<file path="src/udec_pkg.sv">
package udec_pkg;

   // result queue between front and back
   localparam int UDEC_QUEUE_DEPTH = 2;

   // at most three code units leave for one input byte
   localparam int UDEC_MAX_UNITS = 3;

   // byte class masks and tags
   localparam logic [7:0] CONT_MASK  = 8'hC0;
   localparam logic [7:0] CONT_TAG   = 8'h80;
   localparam logic [7:0] LEAD3_MASK = 8'hE0;

   // number of held bytes in the front
   typedef enum logic [1:0] {
      PEND_NONE = 2'd0,
      PEND_ONE  = 2'd1,
      PEND_TWO  = 2'd2
   } pend_type;

   // code units caused by one accepted byte
   typedef struct packed {
      logic [UDEC_MAX_UNITS-1:0][15:0] unit;
      logic [1:0]                      count;       // 1 to 3
      logic                            string_end;  // last byte of the string
   } bundle_type;

endpackage

</file>
<file path="src/udec_front.sv">
module udec_front
   import udec_pkg::*;
(
   input  logic       clock,
   input  logic       reset,
   input  logic       in_valid,
   output logic       in_ready,
   input  logic [7:0] data_byte,
   input  logic       string_end,
   input  logic       queue_full,
   output logic       push,
   output bundle_type push_bundle
);

   pend_type   pend_count_ff, pend_count_in;
   logic [7:0] pend_first_ff, pend_first_in;
   logic [7:0] pend_second_ff, pend_second_in;
   logic       accept;
   logic       is_cont;
   logic       three;
   logic       do_fresh;
   logic [1:0] n;
   bundle_type bnd;

   assign in_ready = !queue_full;
   assign accept   = in_valid && in_ready;
   assign is_cont  = (data_byte & CONT_MASK) == CONT_TAG;
   assign three    = (pend_first_ff & LEAD3_MASK) == LEAD3_MASK;

   always_comb begin
      bnd            = '0;
      n              = 2'd0;
      do_fresh       = 1'b0;
      pend_count_in  = pend_count_ff;
      pend_first_in  = pend_first_ff;
      pend_second_in = pend_second_ff;
      case (pend_count_ff)
         PEND_NONE: begin
            do_fresh = 1'b1;
         end
         PEND_ONE: begin
            if (is_cont && three) begin
               pend_second_in = data_byte;
               pend_count_in  = PEND_TWO;
            end else if (is_cont) begin
               bnd.unit[0]   = {5'd0, pend_first_ff[4:0], data_byte[5:0]};
               n             = 2'd1;
               pend_count_in = PEND_NONE;
            end else begin
               bnd.unit[0]   = {8'h00, pend_first_ff};
               n             = 2'd1;
               pend_count_in = PEND_NONE;
               do_fresh      = 1'b1;
            end
         end
         PEND_TWO: begin
            pend_count_in = PEND_NONE;
            if (is_cont) begin
               bnd.unit[0] = {pend_first_ff[3:0], pend_second_ff[5:0], data_byte[5:0]};
               n           = 2'd1;
            end else begin
               bnd.unit[0] = {8'h00, pend_first_ff};
               bnd.unit[1] = {8'h00, pend_second_ff};
               n           = 2'd2;
               do_fresh    = 1'b1;
            end
         end
         default: begin
            pend_count_in = PEND_NONE;
            do_fresh      = 1'b1;
         end
      endcase

      // fresh look at the byte: lead bytes are held, all else passes raw
      if (do_fresh) begin
         if (data_byte[7] && !is_cont) begin
            pend_first_in  = data_byte;
            pend_second_in = 8'h00;
            pend_count_in  = PEND_ONE;
         end else if (n != 2'd3) begin
            bnd.unit[n] = {8'h00, data_byte};
            n           = n + 2'd1;
         end
      end

      // end of string: held bytes go out raw, oldest first
      if (string_end) begin
         if (pend_count_in != PEND_NONE && n != 2'd3) begin
            bnd.unit[n] = {8'h00, pend_first_in};
            n           = n + 2'd1;
         end
         if (pend_count_in == PEND_TWO && n != 2'd3) begin
            bnd.unit[n] = {8'h00, pend_second_in};
            n           = n + 2'd1;
         end
         pend_count_in  = PEND_NONE;
         pend_first_in  = 8'h00;
         pend_second_in = 8'h00;
      end

      bnd.count      = n;
      bnd.string_end = string_end;
   end

   assign push        = accept && (n != 2'd0);
   assign push_bundle = bnd;

   always_ff @(posedge clock) begin
      if (reset) begin
         pend_count_ff  <= PEND_NONE;
         pend_first_ff  <= 8'h00;
         pend_second_ff <= 8'h00;
      end else if (accept) begin
         pend_count_ff  <= pend_count_in;
         pend_first_ff  <= pend_first_in;
         pend_second_ff <= pend_second_in;
      end
   end

   // the last byte of a string always produces at least one unit
   a_end_pushes: assert property (@(posedge clock) disable iff (reset)
      (accept && string_end) |-> push)
      else $error("end of string produced no code unit");

endmodule

</file>
<file path="src/udec_queue.sv">
module udec_queue
   import udec_pkg::*;
#(
   parameter int Depth = UDEC_QUEUE_DEPTH
)
(
   input  logic       clock,
   input  logic       reset,
   input  logic       push,
   input  bundle_type push_bundle,
   input  logic       pop,
   output logic       full,
   output logic       head_valid,
   output bundle_type head
);

   localparam int PtrW = (Depth > 1) ? $clog2(Depth) : 1;
   localparam int CntW = $clog2(Depth + 1);

   bundle_type            entry_ff [Depth];
   logic [PtrW-1:0]       wr_ptr_ff, wr_ptr_in;
   logic [PtrW-1:0]       rd_ptr_ff, rd_ptr_in;
   logic [CntW-1:0]       count_ff, count_in;
   logic                  do_pop;

   assign full       = count_ff == CntW'(Depth);
   assign head_valid = count_ff != '0;
   assign head       = entry_ff[rd_ptr_ff];
   assign do_pop     = pop && head_valid;

   always_comb begin
      wr_ptr_in = wr_ptr_ff;
      rd_ptr_in = rd_ptr_ff;
      count_in  = count_ff;
      if (push) begin
         wr_ptr_in = (wr_ptr_ff == PtrW'(Depth - 1)) ? '0 : wr_ptr_ff + 1'b1;
      end
      if (do_pop) begin
         rd_ptr_in = (rd_ptr_ff == PtrW'(Depth - 1)) ? '0 : rd_ptr_ff + 1'b1;
      end
      if (push && !do_pop) begin
         count_in = count_ff + 1'b1;
      end else if (do_pop && !push) begin
         count_in = count_ff - 1'b1;
      end
   end

   always_ff @(posedge clock) begin
      if (reset) begin
         wr_ptr_ff <= '0;
         rd_ptr_ff <= '0;
         count_ff  <= '0;
      end else begin
         wr_ptr_ff <= wr_ptr_in;
         rd_ptr_ff <= rd_ptr_in;
         count_ff  <= count_in;
      end
   end

   always_ff @(posedge clock) begin
      if (push) begin
         entry_ff[wr_ptr_ff] <= push_bundle;
      end
   end

   a_no_overflow: assert property (@(posedge clock) disable iff (reset)
      full |-> !push)
      else $error("push into full queue");

endmodule

</file>
<file path="src/udec_back.sv">
module udec_back
   import udec_pkg::*;
(
   input  logic        clock,
   input  logic        reset,
   input  logic        head_valid,
   input  bundle_type  head,
   output logic        pop,
   output logic        out_valid,
   input  logic        out_ready,
   output logic [15:0] code_unit,
   output logic        run_last,
   output logic        string_last
);

   logic [1:0]  idx_ff, idx_in;
   logic        valid_ff, valid_in;
   logic [15:0] unit_ff;
   logic        run_last_ff;
   logic        string_last_ff;
   logic        load;
   logic        is_last;

   assign load    = head_valid && (!valid_ff || out_ready);
   assign is_last = idx_ff == (head.count - 2'd1);
   assign pop     = load && is_last;

   always_comb begin
      idx_in   = idx_ff;
      valid_in = valid_ff;
      if (load) begin
         idx_in   = is_last ? 2'd0 : idx_ff + 2'd1;
         valid_in = 1'b1;
      end else if (out_ready) begin
         valid_in = 1'b0;
      end
   end

   always_ff @(posedge clock) begin
      if (reset) begin
         idx_ff   <= 2'd0;
         valid_ff <= 1'b0;
      end else begin
         idx_ff   <= idx_in;
         valid_ff <= valid_in;
      end
   end

   always_ff @(posedge clock) begin
      if (load) begin
         unit_ff        <= head.unit[idx_ff];
         run_last_ff    <= is_last;
         string_last_ff <= is_last && head.string_end;
      end
   end

   assign out_valid   = valid_ff;
   assign code_unit   = unit_ff;
   assign run_last    = run_last_ff;
   assign string_last = string_last_ff;

   a_idx_in_range: assert property (@(posedge clock) disable iff (reset)
      head_valid |-> (idx_ff < head.count))
      else $error("unit index past bundle count");

   a_idx_idle: assert property (@(posedge clock) disable iff (reset)
      !head_valid |-> (idx_ff == 2'd0))
      else $error("unit index left over with empty queue");

   a_string_last_run: assert property (@(posedge clock) disable iff (reset)
      (valid_ff && string_last_ff) |-> run_last_ff)
      else $error("end of string not on last unit of its byte");

endmodule

</file>
<file path="src/utf8_to_ucs2_stream_decoder.sv">
// channel   dir  tdata                  tlast        tuser
// req_      in   [7:0] data_byte        string_end   -
// rsp_      out  [15:0] code_unit       run_last     [0] string_last
//
// one byte per cycle in while the result queue has room; one code unit per cycle out while rsp_tready is high
// a byte that causes k units (k is 0 to 3) comes out as k code units, one after another
// the front decides all units of a byte at once and queues them as one bundle
// req_tready drops only while the result queue is full
// reset clears held bytes, empties the queue and drops the output valid
module utf8_to_ucs2_stream_decoder
   import udec_pkg::*;
#(
   parameter int QueueDepth = UDEC_QUEUE_DEPTH
)
(
   input  logic        clock,
   input  logic        reset,
   // byte stream
   input  logic        req_tvalid,
   output logic        req_tready,
   input  logic [7:0]  req_tdata,   // [7:0] data_byte
   input  logic        req_tlast,   // string_end
   // code unit stream
   output logic        rsp_tvalid,
   input  logic        rsp_tready,
   output logic [15:0] rsp_tdata,   // [15:0] code_unit
   output logic        rsp_tlast,   // run_last
   output logic        rsp_tuser    // [0] string_last
);

   logic       push;
   bundle_type push_bundle;
   logic       queue_full;
   logic       pop;
   logic       head_valid;
   bundle_type head;

   // front: holds lead bytes and decodes each byte into a bundle of units
   udec_front u_front (
      .clock       (clock),
      .reset       (reset),
      .in_valid    (req_tvalid),
      .in_ready    (req_tready),
      .data_byte   (req_tdata),
      .string_end  (req_tlast),
      .queue_full  (queue_full),
      .push        (push),
      .push_bundle (push_bundle)
   );

   // bundles waiting for the back end
   udec_queue #(
      .Depth (QueueDepth)
   ) u_queue (
      .clock       (clock),
      .reset       (reset),
      .push        (push),
      .push_bundle (push_bundle),
      .pop         (pop),
      .full        (queue_full),
      .head_valid  (head_valid),
      .head        (head)
   );

   // back: walks the units of the head bundle into the output register
   udec_back u_back (
      .clock       (clock),
      .reset       (reset),
      .head_valid  (head_valid),
      .head        (head),
      .pop         (pop),
      .out_valid   (rsp_tvalid),
      .out_ready   (rsp_tready),
      .code_unit   (rsp_tdata),
      .run_last    (rsp_tlast),
      .string_last (rsp_tuser)
   );

endmodule

</file>
<file path="config.mk">
export PLATFORM = sky130hd
export DESIGN_NAME = utf8_to_ucs2_stream_decoder
export DESIGN_NICKNAME = d
export VERILOG_FILES = /design/src/udec_pkg.sv /design/src/udec_front.sv /design/src/udec_queue.sv /design/src/udec_back.sv /design/src/utf8_to_ucs2_stream_decoder.sv
export SDC_FILE = /design/constraint.sdc
export NUM_CORES = 1
export LEC_CHECK = 0
export CAP_MARGIN = 25
export CELL_PAD_IN_SITES_DETAIL_PLACEMENT = 0
export CELL_PAD_IN_SITES_GLOBAL_PLACEMENT = 2
export CORE_MARGIN = 8
export CORE_UTILIZATION = 47
export CTS_CLUSTER_DIAMETER = 60
export DETAILED_ROUTE_END_ITERATION = 10
export DONT_BUFFER_PORTS = 1
export PLACE_DENSITY = 0.95
export SETUP_SLACK_MARGIN = 0.5
export SLEW_MARGIN = 30
export SYNTH_ARGS = -nofsm -noshare
export SYNTH_HDL_FRONTEND = slang
export SYNTH_SLANG_ARGS = --single-unit
</file>
<file path="constraint.sdc">
create_clock -name clock -period 7.1 [get_ports clock]
set_input_delay 1.42 -clock clock [delete_from_list [all_inputs] [get_ports clock]]
set_output_delay 1.42 -clock clock [all_outputs]
set_load 0.05 [all_outputs]
</file>
==> reports/metrics.cfg <==
[outcome]
status = completed

[global_routing]
grt.overflow.total = 0
track_usage_pct = 16.85
grt_pass1_vias = 3659
grt_max_degree = 36
antenna_found_initial = 0
grt_pass1_wl_um = 20530

[power_and_ir_drop]
ir_drop_v = 0.0001458
pwr_density_cell_nw_per_um2 = 375.4
power_leakage_nw = 2.156

[timing]
worst_slew_pin_slew_ns = 0.8707
fin_setup_tns_ns = 0
max_freq_mhz = 214.2
hold_slack_ns = 0.5208
finalCritPeriodShare_pct = 65.76
rsz0062_at_grt = no
relSlewSlack_pct = 41.50
setup-violations-final = 0
finalMaxSlewViolations = 0
hold_viol_final = 0
finalClockSkew_ns = 0.01265
fin_crit_ns = 4.669

[placed_design]
place.gp.congestion = 0.8662
dp_hpwl_um = 9059
portBuffers = 0
dpl_cell_area_um2 = 5757

[cells_and_area]
layout_commonest_cell = edfxtp_1
synthToLayoutAreaGrowth_pct = 12.12
drive_gt1_share_pct = 12.30
layout.nets = 504
post-route-util_pct = 53.45
mostFrequentLayoutCells = edfxtp_1 (88), nor2_1 (65), mux2i_1 (38)
postLayoutCellArea_um2 = 6366
antennaDiodeCount = 0
fill_cells = 1003

[synthesis]
netlist_area_um2 = 5678
synth_top_family_by_area = compound AO/OA/AOI/OAI gates
synth-compound-area-share_pct = 16.28
yosys_warnings = 0
postSynthCellCount = 488
synth-edff-count = 88
ys.flop_type = edfxtp_1
seq_area_frac_synth_pct = 55.71
synth.avg_cell_area_um2 = 11.64
synth_nets = 509
synthSimpleGateAreaFrac_pct = 11.44
async_reset_ff_share_pct = 0
ys_ff_latch = 114
synthXorXnorAreaFrac_pct = 0.4628
synth_fa_ha_area_share_pct = 1.763
synthDistinctLibCells = 57
synthMuxAreaShare_pct = 10.47

[worst_setup_path]
startpoint = req_tdata[7]
slowest_stage = nor2b_1
cp-end-kind = flip-flop
crit_arrival_ns = 5.03
critical_path_class = input pin to flip-flop
critPathBufInv = 2
r2r_start = u_front.pend_count_ff[1]
critPathMaxStageDelay_ns = 0.42
path_cells = nor2b_1 -> nor2_2 -> nor2_1 -> nand2_1 -> nand2_1 -> inv_1 -> ha_1 -> nand3b_1 -> o32a_1 -> nor3_1 -> a311oi_1 -> a21oi_1 -> inv_1 -> ha_1 -> or3_1 -> a21oi_1
required_ns = 7.46
cp_top_family = simple AND/OR/NAND/NOR gates
critPathLaunchType = input pin
crit_fanout = 13

[cts]
path_clk_slew_ns = 0.06
clock-root-buffer = clkbuf_16
cts_tree = yes
postCtsHoldBufs = 0
post_cts_buffers = 0
clockBufferDepth = 2
cts_resized = 0
cts.htree.levels = 4
insertion_delay_ns = 0.42
cts.sinks = 114
cts_buffers = 17

[detailed_routing]
drc = 0
wire_per_inst_um = 20.34
ant_nets = 0
drt_pre_antenna_iters = 5
via_per_inst = 6.202
num_vias = 3988
drt-total-wl_um = 13080
drt_iter0_drc = 483

[floorplanning]
dieArea_um2 = 15850
io_pins = 33
die-height_um = 125.9
rows = 40
die_width_um = 125.9
coreArea_um2 = 11910
start_util_pct = 47.67

[hold_path]
holdCritStartpoint = u_queue.count_ff[1]
worstHoldPathType = flip-flop to flip-flop

[job]
maxCapViolCount = 0

## layer usage
layer  GRT usage (%)  vias up  routed length [um]
met2           24.31      203                5845
li1                -     1860                   -
met3           5.992       13                1217
met4           7.006        0                 155
met5               0        -                   0
met1           22.44     1912                5862
## synth_stat cells (2+ instances only)
cell type / count / area share (%)
o221ai_1: 6 / 0.93
ha_1: 8 / 1.8
dfxtp_1: 26 / 9.2
nand3_1: 7 / 0.62
clkbuf_1: 12 / 0.79
o22ai_1: 18 / 2.0
and3_1: 8 / 0.88
o32ai_1: 6 / 0.93
o21ai_0: 12 / 1.1
o21a_1: 4 / 0.53
a211o_1: 3 / 0.46
o21ai_1: 2 / 0.18
nand2_1: 20 / 1.3
mux2_2: 3 / 0.59
buf_1: 3 / 0.20
nand4_1: 3 / 0.33
a22oi_1: 30 / 4.0
mux2i_1: 38 / 6.7
a22o_1: 11 / 1.7
a21oi_1: 14 / 1.2
xor2_1: 2 / 0.31
or2_2: 3 / 0.33
nor2_1: 67 / 4.4
nand2b_1: 6 / 0.66
buf_6: 3 / 0.59
a21o_1: 3 / 0.40
nor2_2: 2 / 0.22
nor3_1: 7 / 0.62
a31oi_1: 2 / 0.22
inv_1: 19 / 1.3
nor2b_1: 4 / 0.44
buf_2: 11 / 0.97
edfxtp_1: 88 / 47
and2_1: 6 / 0.66
mux4_2: 8 / 3.2
a32oi_1: 2 / 0.31
## state kept, by name, indices dropped and copies added (netlist names), named ones only
| name | flops |
|---|---|
| u_back.code_unit | 16 |
| u_back.idx_ff | 2 |
| u_back.out_valid | 1 |
| u_back.run_last | 1 |
| u_back.string_last | 1 |
| u_front.pend_count_ff | 2 |
| u_front.pend_first_ff | 8 |
| u_front.pend_second_ff | 8 |
| u_queue.count_ff | 2 |
| u_queue.entry_ff | 70 |
| u_queue.rd_ptr_ff | 1 |
| u_queue.wr_ptr_ff | 1 |
## path summary, 6_finish.rpt
check                                           end  slack (ns)  depth (start not counted)
worst max-delay path            u_queue.count_ff[1]        2.43                         16
worst min-delay path            u_queue.count_ff[1]        0.52                          2
worst max register to register  u_queue.count_ff[1]        2.54                         18
worst min register to register  u_queue.count_ff[1]        0.52                          2
## worst min-delay path, delay by kind of cell, from the launching register on
| kind | cells | cell delay, ns |
|---|---|---|
| flops | 1 | 0.34 |
| compound gates | 2 | 0.14 |
## cell families after synthesis
family / count (synthesis)
fa+ha+maj: 8
compound gates: 125
simple gates: 140
flops: 114
mux: 49
xor+xnor: 3
buf+inv: 49
## power by group
group / leakage, nW / internal (W) / switching, W
clock network: 0.277 / 0.000524 / 0.000332
logic: 0.825 / 0.000160 / 0.000220
registers: 1.05 / 0.000893 / 0.000261
## area by class of cell
type / count / area [um2] / share of cell area, %
Sequential cell: 114 / 3164 / 49.71
Multi-Input combinational cell: 325 / 2303 / 36.18
Tap cell: 147 / 183.9 / 2.889
Inverter: 20 / 75.07 / 1.179
Timing Repair Buffer: 5 / 41.29 / 0.6486
Clock buffer: 17 / 425.4 / 6.682
Clock inverter: 15 / 172.7 / 2.712
## metrics by stage
step / setup WS (ns) / cells / power, W
global route: 2.090 / 643 / 0.002488
floorplan: 1.898 / 488 / 0.001456
detailed placement: 2.084 / 610 / 0.001549
CTS: 2.512 / 642 / 0.002407
global placement: 2.230 / 610 / 0.001534
finish: 2.431 / 643 / 0.002390
No activity file was read; power rests on OpenSTA's default activity.
